<file path="config.mk">
export PLATFORM = sky130hd
export DESIGN_NAME = vtm_mix
export DESIGN_NICKNAME = d
export VERILOG_FILES = /design/src/rtl/vtm_pkg.sv /design/src/rtl/vtm_mix.sv
export SDC_FILE = /design/constraint.sdc
export NUM_CORES = 1
export LEC_CHECK = 0
export BUFFER_PORTS_ARGS = -buffer_cell sky130_fd_sc_hd__buf_2
export CORE_MARGIN = 2
export CORE_UTILIZATION = 30
export DETAILED_ROUTE_END_ITERATION = 8
export GPL_ROUTABILITY_DRIVEN = 1
export SLEW_MARGIN = 30
export SYNTH_ARGS = -nofsm -noshare
export SYNTH_HDL_FRONTEND = slang
export SYNTH_SLANG_ARGS = --single-unit
</file>
<file path="constraint.sdc">
create_clock -name clock -period 8 [get_ports clock]
set_clock_uncertainty 0.15 [all_clocks]
set_input_delay 0.4 -clock clock [delete_from_list [all_inputs] [get_ports clock]]
set_output_delay 0.4 -clock clock [all_outputs]
set_load 0.05 [all_outputs]
</file>
<file path="src/rtl/vtm_pkg.sv">
`default_nettype none

package vtm_pkg;

   // row geometry
   localparam int MAX_WIDTH = 2048;
   localparam int COL_W     = $clog2(MAX_WIDTH);
   localparam int WID_W     = $clog2(MAX_WIDTH + 1);
   localparam int DEPTH     = 2 * MAX_WIDTH;
   localparam int ADDR_W    = $clog2(DEPTH);

   // pixel format
   localparam int PIX_W     = 32;
   localparam int BYTE_W    = 8;
   localparam int NBYTES    = PIX_W / BYTE_W;

   // configuration port
   localparam int CSR_W     = 12;
   localparam int CSR_IDX_W = 2;
   localparam int MODE_W    = 3;
   localparam int PROG_W    = 9;

   localparam logic [CSR_IDX_W-1:0] CSR_MODE      = 2'd0;
   localparam logic [CSR_IDX_W-1:0] CSR_PROGRESS  = 2'd1;
   localparam logic [CSR_IDX_W-1:0] CSR_ROW_WIDTH = 2'd2;

   localparam logic [MODE_W-1:0] MODE_CUT      = 3'd0;
   localparam logic [MODE_W-1:0] MODE_DISSOLVE = 3'd1;
   localparam logic [MODE_W-1:0] MODE_WIPE     = 3'd2;
   localparam logic [MODE_W-1:0] MODE_PUSH     = 3'd3;
   localparam logic [MODE_W-1:0] MODE_SLIDE    = 3'd4;

   localparam logic [PROG_W-1:0] PROG_FULL = 9'd256;
   localparam logic [PROG_W-1:0] PROG_HALF = 9'd128;

   localparam int RESET_WIDTH = (2048 > MAX_WIDTH) ? MAX_WIDTH : 2048;

   // settled configuration, with the wipe boundary worked out at write time
   typedef struct packed {
      logic [MODE_W-1:0] mode;
      logic [PROG_W-1:0] prog;
      logic [WID_W-1:0]  width;
      logic [WID_W-1:0]  bnd;
      logic [WID_W-1:0]  start;
   } cfg_type;

   // per item selection carried from address stage to mix stage
   typedef struct packed {
      logic blend;
      logic sel_b;
      logic last;
   } mix_ctl_type;

endpackage

`default_nettype wire

</file>
<file path="src/rtl/vtm_mix.sv">
`default_nettype none

module vtm_mix import vtm_pkg::*; (
   input  wire logic              clock,
   input  wire logic              reset,
   input  wire logic              load,
   input  mix_ctl_type            ctl,
   input  wire logic [PIX_W-1:0]  data_a,
   input  wire logic [PIX_W-1:0]  data_b,
   input  wire logic [PROG_W-1:0] prog,
   input  wire logic              rsp_stall,
   output logic                   up_stall,
   output logic                   rsp_valid,
   output logic [PIX_W-1:0]       rsp_pixel_out,
   output logic                   rsp_last_in_row
);

   logic              s1_valid_ff, s1_valid_in;
   mix_ctl_type       s1_ctl_ff;
   logic              out_valid_ff, out_valid_in;
   logic [PIX_W-1:0]  pixel_ff;
   logic              last_ff;
   logic              advance;
   logic [PIX_W-1:0]  blended;
   logic [PIX_W-1:0]  mixed;
   logic [PROG_W-1:0] inv_prog;
   logic [2*BYTE_W:0] acc;

   always_comb begin
      inv_prog = PROG_FULL - prog;
      blended  = '0;
      acc      = '0;
      for (int i = 0; i < NBYTES; i++) begin
         acc = (2*BYTE_W+1)'(data_a[i*BYTE_W +: BYTE_W]) * (2*BYTE_W+1)'(inv_prog)
             + (2*BYTE_W+1)'(data_b[i*BYTE_W +: BYTE_W]) * (2*BYTE_W+1)'(prog);
         blended[i*BYTE_W +: BYTE_W] = acc[2*BYTE_W-1:BYTE_W];
      end
      if (s1_ctl_ff.blend) begin
         mixed = blended;
      end else if (s1_ctl_ff.sel_b) begin
         mixed = data_b;
      end else begin
         mixed = data_a;
      end

      advance      = !out_valid_ff || !rsp_stall;
      up_stall     = s1_valid_ff && !advance;
      s1_valid_in  = load || (s1_valid_ff && !advance);
      out_valid_in = advance ? s1_valid_ff : out_valid_ff;
   end

   always_ff @(posedge clock) begin
      if (reset) begin
         s1_valid_ff  <= 1'b0;
         out_valid_ff <= 1'b0;
      end else begin
         s1_valid_ff  <= s1_valid_in;
         out_valid_ff <= out_valid_in;
      end
   end

   always_ff @(posedge clock) begin
      if (load) begin
         s1_ctl_ff <= ctl;
      end
      if (advance && s1_valid_ff) begin
         pixel_ff <= mixed;
         last_ff  <= s1_ctl_ff.last;
      end
   end

   assign rsp_valid       = out_valid_ff;
   assign rsp_pixel_out   = pixel_ff;
   assign rsp_last_in_row = last_ff;

endmodule

`default_nettype wire

</file>
Yosys cells after proc, flatten, opt, wreduce, memory -nomap -nowiden
Cells that the tools add are included.
{ "op_classes": {"n_reduce_logical": 7, "n_mul": 8, "n_mux": 2, "add_sub_neg": 5} }
{ "op_table": {"columns": ["op", "count"], "rows": [
  ["8-bit by 9-bit multiplier with 16-bit output", 8],
  ["16-bit adder", 4],
  ["32-bit 2-to-1 mux", 2],
  ["9-bit subtractor, first input constant", 1],
  ["1-bit logical NOT", 3],
  ["1-bit logical AND", 2],
  ["1-bit logical OR", 2]
]} }
{ "totals": {"wordCells": 29, "inputBits": 80, "register_bits": 38, "output_inout_bits": 35} }

Longest topological paths before layout
{ "logic_depth": {"depth_word": 5, "ltp_mapped": 27, "depth_no_buf": 23} }

Worst setup path after synthesis
Ideal clock, no wire load.
{ "synth_timing": {"kind": "input to register", "start": "in prog[0]", "end": "reg pixel_ff[14] (netlist: rsp_pixel_out[14]) (data pin)", "required_ns": 7.579, "arrival_time_ns": 6.816, "n_path_buf": 4, "stages": 26, "setup_time_ns": 0.271, "slack_ns": 0.763, "cell_sequence": "buf_2 clkbuf_1 clkbuf_1 inv_1 ha_1 nand2_1 xor2_1 clkbuf_1 nand2_1 fa_1 fa_1 fa_1 inv_1 fa_1 fa_1 inv_1 fa_1 inv_1 ha_1 o21a_1 o211a_1 a211oi_2 o221ai_2 a21o_1 a211oi_2 o22ai_1"} }
{ "synth_between": {"elab_chain_len": 4} }
{ "synth_rtl": {"columns": ["item", "line", "rtl"], "rows": [
  ["from (decl)", "vtm_mix.sv:10", "input wire logic [PROG_W-1:0] prog,"],
  ["9-bit subtractor", "vtm_mix.sv:30", "inv_prog = PROG_FULL - prog;"],
  ["8-bit by 9-bit multiplier with 16-bit output", "vtm_mix.sv:34", "acc = (2*BYTE_W+1)'(data_a[i*BYTE_W +: BYTE_W]) * (2*BYTE_W+1)'(inv_prog)"],
  ["16-bit adder *", "vtm_mix.sv:35", "+ (2*BYTE_W+1)'(data_b[i*BYTE_W +: BYTE_W]) * (2*BYTE_W+1)'(prog);"],
  ["32-bit 2-to-1 mux *", "vtm_mix.sv:38", "if (s1_ctl_ff.blend) begin"],
  ["named net mixed[14]", "vtm_mix.sv:25", "logic [PIX_W-1:0] mixed;"],
  ["to (signal assigned)", "vtm_mix.sv:67", "pixel_ff <= mixed;"],
  ["to (decl)", "vtm_mix.sv:21", "logic [PIX_W-1:0] pixel_ff;"]
]} }
Mark *: on every way through the listed nets, which the timed path passes. The rest lies on a longest branch.
A chain may end at the register's enable or synchronous reset.

Worst setup path after layout
{ "layout_timing": {"start": "in prog[1]", "end": "reg pixel_ff[7] (netlist: rsp_pixel_out[7]) (data pin)"} }
The elaborated chain is that of the path after synthesis.

==> results.rst <==
.. list-table::
   :header-rows: 1

   * - Metric
     - Value
   * - Outcome
     - finished, final reports clean
   * - Post-synth top area share
     - 42.12%
   * - Fraction of synthesis flops using an asynchronous set or reset pin
     - 0%
   * - Number of core rows
     - 95
   * - Worst-case vdd ir drop
     - 0.0003933 V
   * - Sequential power share
     - 5.6%
   * - CP most frequent cell
     - sky130_fd_sc_hd__fa_1
   * - Synth warn
     - 0
   * - Type of the worst setup path
     - input port to flip-flop
   * - Post-Layout Cell Count
     - 3127
   * - DRC
     - 0
   * - Number of instances in the placed design
     - 3118
   * - Overall Global Routing Usage
     - 15.77%
   * - Mean post-synth cell area
     - 9.066 sq um
   * - Post-cts sizing count
     - 0
   * - Register area
     - 0.001121 sq mm
   * - Fraction of layout cells with a size suffix above 1
     - 7.634%
   * - Area added between synthesis and finish
     - 8.251%
   * - Pin count of the biggest net entering global routing
     - 62
   * - Fin. max-slew vios
     - 0
   * - Dpl hpwl
     - 42.40 mm
   * - Most frequently used cell type in the post-synthesis netlist
     - sky130_fd_sc_hd__inv_1
   * - Clock tree from TritonCTS
     - built
   * - Number of vias per cell
     - 4.566
   * - PortBufs
     - 114
   * - Worst-Margin Slew
     - 832.6 ps
   * - Count of cell types in the netlist
     - 56
   * - Standard cell core area
     - 0.06680 sq mm
   * - Final wirelength
     - 52.37 mm
   * - Wire length per cell
     - 16.75 um
   * - First-iteration detailed-routing DRC count
     - 565
   * - Primary flip-flop cell chosen by synthesis mapping
     - sky130_fd_sc_hd__edfxtp_1
   * - Number of global-route vias before repair
     - 15.52k
   * - Setup slack after layout
     - 902.0 ps
   * - Final critical path time including I/O delays and setup
     - 7098 ps
   * - Die span in x
     - 263.2 um
   * - Final-report hold violation count
     - 0
   * - Category of the worst setup path launch point
     - input port
   * - Max_cap viols
     - 0
   * - Final period util
     - 88.73%
   * - Residual antenna-violating net count after detailed routing
     - 0
   * - Cell family with the largest share of critical-path delay
     - adder cells
   * - Worst max-slew margin expressed relative to the limit
     - 44.22%
   * - Slowest stage delay, CP
     - 520 ps
   * - Arrival time of data at the critical path endpoint
     - 6980 ps
   * - Critical path data required time
     - 7880 ps
   * - Portion of total power attributed to the clock network
     - 2.8%
   * - Pwr dens
     - 420.0 mW/mm^2
   * - Number of nets in the final layout
     - 2989
   * - Root buf cell
     - sky130_fd_sc_hd__clkbuf_16
   * - Cell area after technology mapping
     - 0.02015 sq mm
   * - Number of synthesized flops with an enable pin
     - 36
   * - Number of antenna violations at the first check in global routing
     - 12
   * - Seq cells post-synth
     - 38
   * - Path type of the worst min-delay path
     - input port to flip-flop
   * - Max Fanout on Critical Path
     - 21
   * - Routability Congestion
     - 0.8399
   * - Count of mapped cells out of synthesis
     - 2223
   * - Achievable clock frequency
     - 140.9 MHz
   * - Sink Count
     - 38
   * - Static power due to leakage
     - 11.14 nW
   * - Fillers
     - 7027
   * - Level count of the clock H-tree
     - 2
   * - Synth area leader
     - sky130_fd_sc_hd__fa_1
   * - Number of CTS-inserted buffers
     - 5
   * - Switching power
     - 0.004835 W
   * - Number of nets produced by synthesis
     - 2960
   * - Comb power frac
     - 91.6%
   * - Switching part of the total
     - 52.77%
   * - Chip Height
     - 263.2 um
   * - Number of buffers added to fix hold violations after cts
     - 0
   * - Final setup vio count
     - 0
   * - Largest buffer count on any clock path
     - 2
   * - Worst Path Buf+Inv
     - 6
   * - Total global routing overflow
     - 0
   * - Clock latency at the later pin of the worst-skew pair
     - 310 ps
   * - Cell Chain, Critical Path
     - buf_2, inv_1, ha_1, nand2_1, xor2_4, buf_4, nand2_1, fa_1, fa_1, fa_1, inv_1, fa_1, fa_1, inv_1, fa_1, inv_1, ha_1, or3_1, o221a_1, a211o_1, a31oi_1, xnor2_1, a21oi_1
   * - Largest cells by area after synthesis
     - sky130_fd_sc_hd__fa_1 (42%), sky130_fd_sc_hd__ha_1 (14%), sky130_fd_sc_hd__and2_1 (11%)
   * - Detailed-route via count
     - 14.28k
   * - Unrepaired setup endpoints after global routing
     - false
   * - Share of the yosys chip area belonging to registers
     - 5.562%
   * - Number of I/O pins
     - 115
   * - Initial cell density of the core
     - 30.17%
   * - Synth cell count leaders
     - sky130_fd_sc_hd__inv_1 (537), sky130_fd_sc_hd__fa_1 (424), sky130_fd_sc_hd__and2_1 (345)
   * - Total die area
     - 0.06927 sq mm
   * - Number of setup buffers added after CTS
     - 0
   * - Internal cell power
     - 0.004328 W
   * - Endpoint class of the critical path
     - flip-flop
   * - Final Core Density
     - 32.66%
   * - Reg clk slew, reported paths
     - 70 ps
   * - Area of the multi-input gates
     - 0.01662 sq mm
   * - Cell at the slowest stage of the critical path
     - sky130_fd_sc_hd__fa_1
   * - Number of iterations in the first detailed-routing pass
     - 4
   * - Setup TNS after final layout
     - 0 ps
   * - Tot Pwr
     - 0.009163 W
   * - Worst slack at placement
     - 534.0 ps
   * - Wire length of the first global-routing pass
     - 85.46 mm
layout by cell type (no fill, tap or decap), types with 25 or more instances in the layout:
cell type                  count
sky130_fd_sc_hd__xnor2_1      47
sky130_fd_sc_hd__a21oi_1      28
sky130_fd_sc_hd__inv_1       537
sky130_fd_sc_hd__edfxtp_1     36
sky130_fd_sc_hd__and2_1      345
sky130_fd_sc_hd__ha_1        233
sky130_fd_sc_hd__o21ai_0      25
sky130_fd_sc_hd__fa_1        424
sky130_fd_sc_hd__buf_2       114
sky130_fd_sc_hd__buf_4        30
sky130_fd_sc_hd__nand2_1     247
cell families after synthesis:
family	Yosys count	share of synthesized area, %
adders and majority gates	657	56.58
and+or+nand+nor	672	17.83
xor gates and xnor gates	66	2.905
AOI/OAI and AO/OA	108	3.557
DFF	38	5.562
muxes	23	1.142
buffers and inverters	659	12.42
per-stage QoR:
| stage | area, sq um | hold WS (ps) |
|---|---|---|
| after global routing | 21810 | 105.8 |
| after CTS | 21810 | 98.18 |
| after floorplan | 20150 | 250.3 |
| after detailed placement | 21640 | 260.9 |
| after global placement | 21640 | 254.4 |
| final | 21820 | 106.2 |
power by group through the flow:
stage / clock network, W / registers, W / logic [W]
after floorplan: 0 / 0.000800 / 0.00653
after global placement: 0 / 0.000532 / 0.00842
after detailed placement: 0 / 0.000526 / 0.00848
after CTS: 0.000260 / 0.000524 / 0.00853
after global routing: 0.000266 / 0.000527 / 0.00981
final: 0.000255 / 0.000512 / 0.00840
registers in the layout, summed over array words and instances, names as in the netlist:
signal,cells
rsp_last_in_row,1
s1_ctl_ff,3
rsp_pixel_out,32
s1_valid_ff,1
rsp_valid,1
path summary, 6_finish.rpt:
path / cells past startpoint / end / startpoint / slack [ps]
setup reg to reg: 4 / rsp_pixel_out[31] / s1_ctl_ff[1] / 5990
setup / recovery: 23 / rsp_pixel_out[7] / prog[1] / 900
hold / removal: 2 / rsp_valid / reset / 110
hold reg to reg: 0 / rsp_last_in_row / s1_ctl_ff[0] / 270
worst register-to-register path: stages, from the launching register on:
cell	delay, ps
sky130_fd_sc_hd__edfxtp_1	330
sky130_fd_sc_hd__buf_4	580
sky130_fd_sc_hd__nor2b_1	140
sky130_fd_sc_hd__a211oi_1	470
sky130_fd_sc_hd__a21oi_1	70
layout make-up:
cell class / count / share of cell area, %
antenna: 1 / 0.01147
sequential: 38 / 5.139
multi-input combinational: 1526 / 76.18
clock inverter: 3 / 0.2065
clock buffer: 5 / 0.5735
timing repair buffer: 144 / 3.647
inverter: 537 / 9.239
tap: 873 / 5.007
layer usage:
| layer | vias up | wire, um | GRT usage, % | part of all wire (%) |
|---|---|---|---|---|
| li1 | 6607 | - | - | - |
| met1 | 7312 | 22370 | 20.04 | 43 |
| met2 | 260 | 26210 | 27.82 | 50 |
| met3 | 79 | 2364 | 2.516 | 4.5 |
| met4 | 20 | 1292 | 4.031 | 2.5 |
| met5 | - | 128 | 0 | 0.24 |
(Power assumes the default switching activity.)
