$ cat src/rtl/vtm_pkg.sv
`default_nettype none

package vtm_pkg;

   // row geometry
   localparam int MAX_WIDTH = 2048;
   localparam int COL_W     = $clog2(MAX_WIDTH);
   localparam int WID_W     = $clog2(MAX_WIDTH + 1);
   localparam int DEPTH     = 2 * MAX_WIDTH;
   localparam int ADDR_W    = $clog2(DEPTH);

   // pixel format
   localparam int PIX_W     = 32;
   localparam int BYTE_W    = 8;
   localparam int NBYTES    = PIX_W / BYTE_W;

   // configuration port
   localparam int CSR_W     = 12;
   localparam int CSR_IDX_W = 2;
   localparam int MODE_W    = 3;
   localparam int PROG_W    = 9;

   localparam logic [CSR_IDX_W-1:0] CSR_MODE      = 2'd0;
   localparam logic [CSR_IDX_W-1:0] CSR_PROGRESS  = 2'd1;
   localparam logic [CSR_IDX_W-1:0] CSR_ROW_WIDTH = 2'd2;

   localparam logic [MODE_W-1:0] MODE_CUT      = 3'd0;
   localparam logic [MODE_W-1:0] MODE_DISSOLVE = 3'd1;
   localparam logic [MODE_W-1:0] MODE_WIPE     = 3'd2;
   localparam logic [MODE_W-1:0] MODE_PUSH     = 3'd3;
   localparam logic [MODE_W-1:0] MODE_SLIDE    = 3'd4;

   localparam logic [PROG_W-1:0] PROG_FULL = 9'd256;
   localparam logic [PROG_W-1:0] PROG_HALF = 9'd128;

   localparam int RESET_WIDTH = (2048 > MAX_WIDTH) ? MAX_WIDTH : 2048;

   // settled configuration, with the wipe boundary worked out at write time
   typedef struct packed {
      logic [MODE_W-1:0] mode;
      logic [PROG_W-1:0] prog;
      logic [WID_W-1:0]  width;
      logic [WID_W-1:0]  bnd;
      logic [WID_W-1:0]  start;
   } cfg_type;

   // per item selection carried from address stage to mix stage
   typedef struct packed {
      logic blend;
      logic sel_b;
      logic last;
   } mix_ctl_type;

endpackage

`default_nettype wire

$ cat src/rtl/vtm_ctrl.sv
`default_nettype none

module vtm_ctrl import vtm_pkg::*; (
   input  wire logic              clock,
   input  wire logic              reset,
   input  wire logic              accept,
   input  wire logic              flush,
   input  cfg_type                cfg,
   output logic                   has_result,
   output logic                   load,
   output logic                   wr_en,
   output logic [ADDR_W-1:0]      wr_addr,
   output logic [ADDR_W-1:0]      rd_addr_a,
   output logic [ADDR_W-1:0]      rd_addr_b,
   output mix_ctl_type            ctl
);

   logic [COL_W-1:0] col_ff, col_in;
   logic             bank_ff, bank_in;
   logic             ready_ff, ready_in;
   logic [WID_W-1:0] xw;
   logic             last;
   logic             take;
   logic             in_b_region;
   logic [COL_W-1:0] col_a;
   logic [COL_W-1:0] col_b;

   function automatic logic [ADDR_W-1:0] row_addr(input logic bank, input logic [COL_W-1:0] c);
      logic [ADDR_W-1:0] base;
      base     = bank ? ADDR_W'(MAX_WIDTH) : '0;
      row_addr = base + ADDR_W'(c);
   endfunction

   always_comb begin
      xw          = WID_W'(col_ff);
      last        = (xw + WID_W'(1)) >= cfg.width;
      // a flush with nothing stored is dropped
      take        = accept && !(flush && !ready_ff);
      in_b_region = xw >= cfg.start;

      col_a = col_ff;
      col_b = col_ff;
      ctl.blend = 1'b0;
      ctl.last  = last;
      case (cfg.mode)
         MODE_CUT: begin
            ctl.sel_b = cfg.prog >= PROG_HALF;
         end
         MODE_DISSOLVE: begin
            ctl.sel_b = 1'b0;
            ctl.blend = 1'b1;
         end
         MODE_WIPE: begin
            ctl.sel_b = xw < cfg.bnd;
         end
         MODE_PUSH: begin
            ctl.sel_b = in_b_region;
            col_a     = COL_W'(xw + cfg.bnd);
            col_b     = COL_W'(xw - cfg.start);
         end
         MODE_SLIDE: begin
            ctl.sel_b = in_b_region;
            col_b     = COL_W'(xw - cfg.start);
         end
         default: begin
            ctl.sel_b = cfg.prog >= PROG_FULL;
         end
      endcase

      col_in   = col_ff;
      bank_in  = bank_ff;
      ready_in = ready_ff;
      if (take) begin
         if (last) begin
            col_in   = '0;
            bank_in  = !bank_ff;
            ready_in = !flush;
         end else begin
            col_in = col_ff + COL_W'(1);
         end
      end
   end

   always_ff @(posedge clock) begin
      if (reset) begin
         col_ff   <= '0;
         bank_ff  <= 1'b0;
         ready_ff <= 1'b0;
      end else begin
         col_ff   <= col_in;
         bank_ff  <= bank_in;
         ready_ff <= ready_in;
      end
   end

   assign has_result = ready_ff;
   assign load       = accept && ready_ff;
   assign wr_en      = take && !flush;
   assign wr_addr    = row_addr(bank_ff, col_ff);
   assign rd_addr_a  = row_addr(!bank_ff, col_a);
   assign rd_addr_b  = row_addr(!bank_ff, col_b);

endmodule

`default_nettype wire

$ cat config.mk
export PLATFORM = sky130hd
export DESIGN_NAME = vtm_ctrl
export DESIGN_NICKNAME = d
export VERILOG_FILES = /design/src/rtl/vtm_pkg.sv /design/src/rtl/vtm_ctrl.sv
export SDC_FILE = /design/constraint.sdc
export NUM_CORES = 1
export LEC_CHECK = 0
export ABC_CLOCK_PERIOD_IN_PS = 6950
export BUFFER_PORTS_ARGS = -buffer_cell sky130_fd_sc_hd__buf_2
export CAP_MARGIN = 10
export CORE_ASPECT_RATIO = 0.9
export CORE_MARGIN = 2
export CORE_UTILIZATION = 55
export CTS_CLUSTER_DIAMETER = 80
export CTS_CLUSTER_SIZE = 24
export DETAILED_ROUTE_END_ITERATION = 10
export PLACE_DENSITY = 0.88
export RECOVER_POWER = 100
export SLEW_MARGIN = 25
export SYNTH_ARGS = -nofsm -noshare
export SYNTH_HDL_FRONTEND = slang
export SYNTH_SLANG_ARGS = --single-unit
$ cat constraint.sdc
create_clock -name clock -period 6.95 [get_ports clock]
set_input_delay 1.0425 -clock clock [delete_from_list [all_inputs] [get_ports clock]]
set_output_delay 1.0425 -clock clock [all_outputs]
set_load 0.01 [all_outputs]
* Word level (Yosys, flattened, before mapping) *
Cells that the tools add are included.

cells by class
  $add $sub $neg = 7
  $lt $le $gt $ge = 5
  equal/unequal tests = 4
  mux-type cells = 7
  reduce and logical (&&, ||, !) cells = 11

operator list
  operator                                                                              number
  12-bit by 11-bit adder with 12-bit output                                             3
  11-bit 2-to-1 mux                                                                     3
  12-bit 2-to-1 mux                                                                     2
  11-bit by 1-bit adder with 12-bit output (second input constant)                      1
  11-bit by 12-bit greater-or-equal comparator with 1-bit output                        1
  12-bit greater-or-equal comparator                                                    1
  11-bit by 12-bit less-than comparator with 1-bit output                               1
  11-bit by 1-bit adder with 11-bit output (second input constant)                      1
  11-bit adder                                                                          1
  11-bit subtractor                                                                     1
  9-bit by 8-bit greater-or-equal comparator with 1-bit output (second input constant)  1
  9-bit greater-or-equal comparator (second input constant)                             1
  3-bit by 2-bit equality test with 1-bit output (second input constant)                2
  1-bit logical AND                                                                     4
  1-bit zero test                                                                       4
  1-bit case mux with 4 select lines                                                    1
  3-bit by 1-bit equality test with 1-bit output (second input constant)                1
  3-bit equality test (second input constant)                                           1
  3-bit zero test                                                                       1
  2-bit AND reduction                                                                   1
  2-bit OR reduction                                                                    1
  1-bit 2-to-1 mux                                                                      1

word-level totals
  register bits after elaboration = 13
  input port bits = 52
  logic and storage cells = 37

* Depth between registers and ports, before layout *
Gate-level depths: netlist of run 1.

  depth in word-level cells = 5
  depth in mapped cells = 13
  gate-level depth less buffers = 13

* Worst setup path before layout of run 1 *
OpenSTA, ideal clock, no wires.

  kind = input -> output
  from = in cfg[6] (netlist name)
  to = out rd_addr_b[9]
  data arrival time = 2755 ps
  slack = 3152 ps
  stages = 8
  path buffers = 0
  cell sequence = inv_1 ha_1 a211o_1 o221a_2 o31a_1 o21a_1 o21a_1 o31ai_1

on the way
  cells in the longest elaborated chain, start to end = 3

ends and longest elaborated chain
  element                                    RTL line                        text
  start, declared                            vtm_ctrl.sv:8                   input cfg_type cfg,
  11-bit subtractor                          vtm_ctrl.sv:59, vtm_ctrl.sv:63
  11-bit 2-to-1 mux                          n/a
  12-bit by 11-bit adder with 12-bit output  vtm_ctrl.sv:31                  row_addr = base + ADDR_W'(c);
  end, declared                              vtm_ctrl.sv:14                  output logic [ADDR_W-1:0] rd_addr_b,

Every way passes these cells.

==> results of run 1 <==
## metal layers
layer | up-vias | share of wire | track usage
li1 | 1424 | - | -
met1 | 1258 | 0.43 | 0.308
met2 | 100 | 0.49 | 0.467
met3 | 6 | 0.076 | 0.0169
met4 | 0 | 0.0068 | 0.0545
met5 | - | 0 | 0
## registers in the layout, summed over array words and instances (netlist names)
name        flops
col_ff         11
bank_ff         1
has_result      1
## per-stage QoR
stage	setup WS, ns	area, sq um	instances
finish	2.24	3010	501
global route	1.91	3010	501
CTS	2.65	3070	501
detailed placement	2.87	3030	497
global placement	2.90	3030	497
floorplan	3.15	2580	362
## layout make-up
cell class,count,area [sq um],area share
inverter,46,173,0.0573
multi-input combinational,288,2060,0.685
clock buffer,4,45.0,0.0149
sequential,13,260,0.0863
tap,62,77.6,0.0257
timing repair buffer,88,395,0.131
## worst max-delay path, cell delays in order (launching register included)
cell,delay [ns]
dfxtp_1,0.54
ha_1,0.31
nand3_1,0.14
or2_2,0.38
nor2_1,0.25
nand3_1,0.13
xnor2_1,0.18
ha_1,0.32
and4_1,0.21
nand2_1,0.07
o21ai_0,0.48
inv_1,0.16
nand2_1,0.10
clkbuf_1,0.15
## cells by family after synthesis
kind of cell | count (synthesis) | share of synthesized area
compound gates | 97 | 0.249
fa+ha+maj | 47 | 0.234
mux | 3 | 0.0126
buf+inv | 61 | 0.0942
simple gates | 118 | 0.231
xor+xnor | 23 | 0.0782
flops | 13 | 0.101
## final timing paths
path	depth (start not counted)	slack, ns	end
worst max-delay path	13	2.24	ctl[0]
worst min register to register	2	0.57	bank_ff
worst max register to register	13	2.81	has_result
worst min-delay path	2	0.57	bank_ff
## power by group
group | switching, W | total (W) | internal, W
logic | 0.0000473 | 0.0000831 | 0.0000358
clock network | 0.0000274 | 0.0000679 | 0.0000405
registers | 0.00000174 | 0.0000769 | 0.0000751
## cells in the final DEF (no fill, tap or decap), drive strengths merged, types with 4 or more instances in the layout
cell    synthesis  routed
nand2          32      32
nor2b           7       7
o31ai           7       7
clkbuf          9      44
a21o            9       9
o21a            9       9
a22oi           5       5
xnor2          15      15
inv            46      46
nor2           27      27
o21ai          18      18
a31oi           4       4
a21oi          25      25
xor2            8       8
nor3b           5       5
dfxtp          13      13
ha             45      45
nand3          12      12
nor3           12      12
buf             6      48
==> impl_metrics.toml, run 1 <==
[drt]
wl_per_cell_um = 12.9
drt_iter0_drc = 88
drc = 0
drt-pass1-iter-count = 4
postRouteAntennaNets = 0
via_per_inst = 5.56
wl_mm = 6.48
num_vias = 2788

[sta]
fin_crit_ns = 4.71
fmax_mhz = 212
slew_headroom = 0.502
slew_viol_final = 0
clock_skew_ns = 0.00246
timing.final.crit_share = 0.678
fin_hold_ws_ns = 0.572
finalSetupTns_ns = 0
setup_viol_count_final = 0
rsz0062_at_grt = "false"
hold_viol_final = 0
tightest_slew_ns = 0.745

[grt]
grt_pass1_wl_mm = 10.6
grt_start_max_net_pins = 24
antenna_found_initial = 0
overflow = 0
grt_util_all_layers = 0.244
first_global_vias = 2481

[floorplanning]
die_w_um = 76.1
boundaryPins = 94
dieArea_sq_um = 5250
start_util = 0.574
row_count = 23
fp.coreArea_sq_um = 4490
die_h_um = 68.9

[logic_synthesis]
async_reset_ff_frac = 0
synth_cell_type_count = 56
synth_area_sq_um = 2580
yosysMostFrequentCell = "inv_1"
synth_edf_count = 0
ys_seq_area_frac = 0.101
synth-seq-cells = 13
synth_flop_cell = "dfxtp_1"
syn_nets = 461
yosys.area.top_type_share = 0.219
synth_cells = 362
synth_common_cells = "46 x inv_1, 45 x ha_1, 32 x nand2_1, 26 x nor2_1, 24 x a21oi_1"
synth.area.top_cells = "ha_1 22%, dfxtp_1 10%, inv_1 6.7%"
ys_warn_count = 0
avgSynthCellArea_sq_um = 7.12
synth_top_cell_by_area = "ha_1"

[layout]
diodes = 0
final_net_count = 539
final_util = 0.671
nFillCells = 429
syn_to_final_growth_pct = 17.0
post_route_cells_drive_above_1_share = 0.134

[clock_network]
post_cts_buffers = 0
cts_tree = "built"
insertion_delay_ns = 0.24
clock_sinks = 13
root_buffer = "clkbuf_8"
cts_hold_buffers = 0
clockBufferDepth = 2
cts.htree.levels = 1
cts_resized = 0
cts_buffers = 3
clk_pin_slew_worst_paths_ns = 0.06

[power_and_ir_drop]
ir_worst_vdd_mv = 0.0556
power_w = 0.000228
leakagePower_nw = 1.51
powerDensity_nw_per_um2 = 75.6

[run]
cap_viol_max_count = 0

[setup_path]
crit_start = "col_ff[1]"
rr_startpoint = "col_ff[1]"
endpoint_kind = "output port"
crit_arrival_ns = 3.67
critPathKind = "reg2out"
worstSetupStartpointType = "flip-flop"
cp_max_fo = 10
cp.required_ns = 5.91

[hold_path]
hp-class = "reg2reg"
min_from = "bank_ff"

[placement]
numPortBuffers = 86
dp.final_hpwl_mm = 5.26
routabilityCongestion = 0.981

[run_status]
outcome = "finished, final reports clean"
No activity file was read; power rests on OpenSTA's default activity.
==> run 2, diff against run 1 <==
--- a/config.mk
+++ b/config.mk
@@ -5,16 +5,16 @@
 export SDC_FILE = /design/constraint.sdc
 export NUM_CORES = 1
 export LEC_CHECK = 0
-export ABC_CLOCK_PERIOD_IN_PS = 6950
+export ABC_CLOCK_PERIOD_IN_PS = 4400
 export BUFFER_PORTS_ARGS = -buffer_cell sky130_fd_sc_hd__buf_2
 export CAP_MARGIN = 10
 export CORE_ASPECT_RATIO = 0.9
 export CORE_MARGIN = 2
-export CORE_UTILIZATION = 55
+export CORE_UTILIZATION = 51
 export CTS_CLUSTER_DIAMETER = 80
 export CTS_CLUSTER_SIZE = 24
 export DETAILED_ROUTE_END_ITERATION = 10
-export PLACE_DENSITY = 0.88
+export PLACE_DENSITY = 0.82
 export RECOVER_POWER = 100
 export SLEW_MARGIN = 25
 export SYNTH_ARGS = -nofsm -noshare
==> constraint.sdc (replaced) <==
create_clock -name clock -period 4.4 [get_ports clock]
set_input_delay 0.66 -clock clock [delete_from_list [all_inputs] [get_ports clock]]
set_output_delay 0.66 -clock clock [all_outputs]
set_load 0.01 [all_outputs]
==> run 2 against run 1 <==
Effect of this change:
- critical path depth did not move
- routed wire length fell by 1.5%
- sequential share of layout area fell by 0.053 points
- via count fell by 0.22%
- count of clock-buffer cells in the layout did not move
- flip-flop and latch count did not move
- core utilization fell by 4.8 points
- clock power rose by 55%
- critical endpoint unchanged
- largest cell class unchanged
- highest routed layer unchanged
==> impl_metrics.toml, run 2 (synthesis results as in run 1) <==
[run_status]
outcome = "finished, final reports clean"

[grt]
grt_start_max_net_pins = 24
grt_busiest_layer = "met2"
antenna_found_initial = 0
grt_util_met1 = 0.291
grt_pass1_wl_mm = 10.6
use_met3 = 0.0101
grt_util_all_layers = 0.225
first_global_vias = 2548
overflow = 0
grt_use_met2 = 0.418

[setup_path]
path_cells = "ha_1, nand3_1, or2_2, nor2_1, nand3_1, xnor2_1, ha_1, and4_1, nand2_1, o21ai_2, inv_1, nand2_1, clkbuf_1"
crit_family = "simple AND/OR/NAND/NOR gates"
endpoint_kind = "output port"
slowest_delay_ns = 0.54
crit_arrival_ns = 3.33
crit_buf_inv = 2
slowest_stage = "dfxtp_1"
critPathCapture = "ctl[0]"
ff2ff_path_depth = 13
worstSetupStartpointType = "flip-flop"
cp.depth = 13
critPathKind = "reg2out"
cp_max_fo = 10
r2r-end = "bank_ff"
crit_start = "col_ff[1]"
rr_startpoint = "col_ff[1]"
r2r_slack_ns = 0.60
cp.required_ns = 3.74

[layout]
layout_common_cells = "46 x inv_1, 46 x buf_2, 45 x ha_1"
diodes = 0
post_route_cells_drive_above_1_share = 0.141
nFillCells = 479
largest_register_ffs = 11
top_register = "col_ff"
finalInstanceArea_sq_um = 3030
syn_to_final_growth_pct = 17.7
final_net_count = 540

[sta]
fin_ws_ns = 0.415
slew_viol_final = 0
fin_hold_ws_ns = 0.594
fmax_mhz = 251
rsz0062_at_grt = "false"
tightest_slew_ns = 0.799
fin_crit_ns = 3.99
finalSetupTns_ns = 0
clock_skew_ns = 0.00186
setup_viol_count_final = 0
slew_headroom = 0.466
hold_viol_final = 0
timing.final.crit_share = 0.906

[power_and_ir_drop]
powerDensity_nw_per_um2 = 119
ir_worst_vdd_mv = 0.142
leakagePower_nw = 1.51
power_w = 0.000360

[floorplanning]
boundaryPins = 94
row_count = 24
die_w_um = 78.9
die_h_um = 71.4
fp.coreArea_sq_um = 4860
dieArea_sq_um = 5640
start_util = 0.530

[clock_network]
cts_resized = 0
cts_tree = "built"
clockBufferDepth = 2
clk_pin_slew_worst_paths_ns = 0.05
root_buffer = "clkbuf_8"
cts.htree.levels = 1
cts_buffers = 3
insertion_delay_ns = 0.24
post_cts_buffers = 0
clock_sinks = 13
cts_hold_buffers = 0

[placement]
routabilityCongestion = 0.888
numPortBuffers = 86
dp.final_hpwl_mm = 5.22
dpl_worst_slack_ns = 0.673
place_area_sq_um = 3040

[drt]
drc = 0
postRouteAntennaNets = 0
num_vias = 2782
drt-pass1-iter-count = 4
via_per_inst = 5.51
wl_per_cell_um = 12.6
wl_mm = 6.38
drt_iter0_drc = 103

[hold_path]
hp-class = "reg2reg"

[run]
cap_viol_max_count = 0
## run 2: changes by cell type in the layout (fill, tap and decap cells not counted), sizes merged
cell,delta
buf,+1
## run 2: worst min path at each step
stage,from,end,cells after the start
final,bank_ff,bank_ff,2
after floorplan,bank_ff,bank_ff,2
after global placement,bank_ff,bank_ff,2
after global routing,bank_ff,bank_ff,2
after detailed placement,bank_ff,bank_ff,2
after CTS,bank_ff,bank_ff,2
## run 2: per-layer routing
metal / vias up / share of wire / routed length, um
met4: 0 / 0.0094 / 60
met3: 7 / 0.064 / 408
met2: 96 / 0.48 / 3080
met1: 1253 / 0.44 / 2840
li1: 1426 / - / -
met5: - / 0 / 0
## run 2: stage by stage
stage,std cells,util
final,505,0.623
after CTS,505,0.634
after global routing,505,0.623
after floorplan,362,-
after global placement,501,0.625
after detailed placement,501,0.625
## run 2: tightest hold or removal path: stages (launching register included)
cell	delay, ns
dfxtp_1	0.32
nor2_1	0.11
mux2_2	0.14
## run 2: power breakdown
group          internal (W)  total [W]  switching, W
registers          0.000119   0.000120    0.00000110
clock network     0.0000639   0.000105     0.0000410
logic             0.0000576   0.000135     0.0000777
## run 2: cell type report
cell class	instances	area (sq um)	area share
Sequential cell	13	260	0.0858
Multi-Input combinational cell	288	2070	0.683
Inverter	46	173	0.0569
Clock buffer	4	45.0	0.0149
Tap cell	65	81.3	0.0268
Timing Repair Buffer	89	403	0.133
==> run 3, diff against run 2 <==
--- a/config.mk
+++ b/config.mk
@@ -7,7 +7,6 @@
 export LEC_CHECK = 0
 export ABC_CLOCK_PERIOD_IN_PS = 4400
 export BUFFER_PORTS_ARGS = -buffer_cell sky130_fd_sc_hd__buf_2
-export CAP_MARGIN = 10
 export CORE_ASPECT_RATIO = 0.9
 export CORE_MARGIN = 2
 export CORE_UTILIZATION = 51
==> constraint.sdc (replaced) <==
create_clock -name clock -period 4.4 [get_ports clock]
set_input_delay 0.44 -clock clock [delete_from_list [all_inputs] [get_ports clock]]
set_output_delay 0.44 -clock clock [all_outputs]
set_load 0.01 [all_outputs]
==> run 3 against run 2 <==
Effect of this change:
- fmax is 4.7% higher
- first-iteration DRC count grew 4.9%
- combinational power down 3%
- highest routed layer unchanged
==> impl_metrics.toml, run 3 (synthesis results as in run 1) <==
[sta]
slew_viol_final = 0
fmax_mhz = 263
tightest_slew_ns = 0.782
rsz0062_at_grt = "false"
setup_viol_count_final = 0
hold_viol_final = 0
timing.final.crit_share = 0.865
fin_ws_ns = 0.594
clock_skew_ns = 0.00255
slew_headroom = 0.477
fin_crit_ns = 3.81
finalSetupTns_ns = 0

[floorplanning]
fp.coreArea_sq_um = 4860
row_count = 24
dieArea_sq_um = 5640
boundaryPins = 94
die_h_um = 71.4
start_util = 0.530
die_w_um = 78.9

[layout]
nFillCells = 497
top_register = "col_ff"
diodes = 0
final_util = 0.622
post_route_cells_drive_above_1_share = 0.137
syn_to_final_growth_pct = 17.4
layout_common_cells = "46 x inv_1, 45 x ha_1, 45 x buf_2"
final_net_count = 539
final_common_cell = "inv_1"
multi_input_comb_area_sq_um = 2070
largest_register_ffs = 11
seqCellArea_sq_um = 260

[setup_path]
crit_start = "col_ff[1]"
r2r-end = "has_result"
endpoint_kind = "flip-flop"
rr_startpoint = "col_ff[1]"
cp.required_ns = 4.53
r2r_slack_ns = 0.59
worstSetupStartpointType = "flip-flop"
cp_max_fo = 10
critPathKind = "reg2reg"
ff2ff_path_depth = 13
crit_arrival_ns = 3.93

[drt]
wl_per_cell_um = 12.5
met3_length_um = 342
wl_met2_mm = 2.92
drt-pass1-iter-count = 4
top_layer_used = "met4"
drt_iter0_drc = 108
wl_mm = 6.28
postRouteAntennaNets = 0
wl_met1_mm = 2.95
drc = 0
via_per_inst = 5.44
num_vias = 2743

[placement]
dp.final_hpwl_mm = 5.12
routabilityCongestion = 0.885
dpl_worst_slack_ns = 0.718
numPortBuffers = 86

[grt]
first_global_vias = 2476
grt_util_all_layers = 0.219
antenna_found_initial = 0
overflow = 0
grt_pass1_wl_mm = 10.3
grt_start_max_net_pins = 24

[clock_network]
cts.htree.levels = 1
insertion_delay_ns = 0.24
post_cts_buffers = 0
root_buffer = "clkbuf_8"
clockBufferDepth = 2
clock_sinks = 13
cts_tree = "built"
cts_hold_buffers = 0
cts_buffers = 3
clk_pin_slew_worst_paths_ns = 0.05
cts_resized = 0

[run_status]
outcome = "finished, final reports clean"

[hold_path]
min_from = "reset"
hold_depth = 2
worstHoldEndpoint = "col_ff[9]"
hp-class = "in2reg"

[power_and_ir_drop]
ir_worst_vdd_mv = 0.117
powerDensity_nw_per_um2 = 118
leakagePower_nw = 1.50

[run]
cap_viol_max_count = 0
## run 3: cell types whose count changed in the layout (fill, tap and decap cells not counted)
cell,delta
buf_2,-1
buf_4,-1
clkbuf_1,+1
## run 3: cell type report
cell class / count / area share
Timing Repair Buffer: 88 / 0.130
Clock buffer: 4 / 0.0149
Multi-Input combinational cell: 288 / 0.685
Inverter: 46 / 0.0571
Tap cell: 65 / 0.0269
Sequential cell: 13 / 0.0861
## run 3: stage by stage
stage	instance area, sq um	cells	hold slack [ns]	total power (W)
3_5_place_dp	3030	500	0.568	0.000257
5_1_grt	3020	504	0.519	0.000384
3_3_place_gp	3030	500	0.552	0.000254
4_1_cts	3080	504	0.490	0.000363
2_1_floorplan	2580	362	0.541	0.000207
6_report	3020	504	0.501	0.000356
## run 3: layer usage
layer  track usage  vias to the layer above
met5             0                        -
met4        0.0632                        0
met3       0.00756                        8
met2         0.389                       84
met1         0.292                     1236
li1              -                     1415
## run 3: where the power goes
part           total (W)  internal (W)  switching [W]
clock           0.000104     0.0000638      0.0000403
sequential      0.000122      0.000119     0.00000277
combinational   0.000131     0.0000564      0.0000744
## run 3: worst max-delay path by stage
stage | end | slack, ns | depth (start not counted)
3_5_place_dp | has_result | 0.72 | 13
5_1_grt | has_result | 0.29 | 13
6_report | has_result | 0.59 | 13
2_1_floorplan | bank_ff | 1.14 | 13
3_3_place_gp | has_result | 0.80 | 13
4_1_cts | has_result | 0.70 | 13
## run 3: worst max-delay path: stages, from the launching register on
cell and delay [ns]:
dfxtp_1 0.54, ha_1 0.30, nand3_1 0.14, or2_2 0.39
nor2_1 0.25, nand3_1 0.13, xnor2_1 0.16, ha_1 0.30
and4_1 0.21, nand2_1 0.10, o21ai_2 0.23, inv_1 0.11
a21oi_1 0.44, mux2_2 0.39
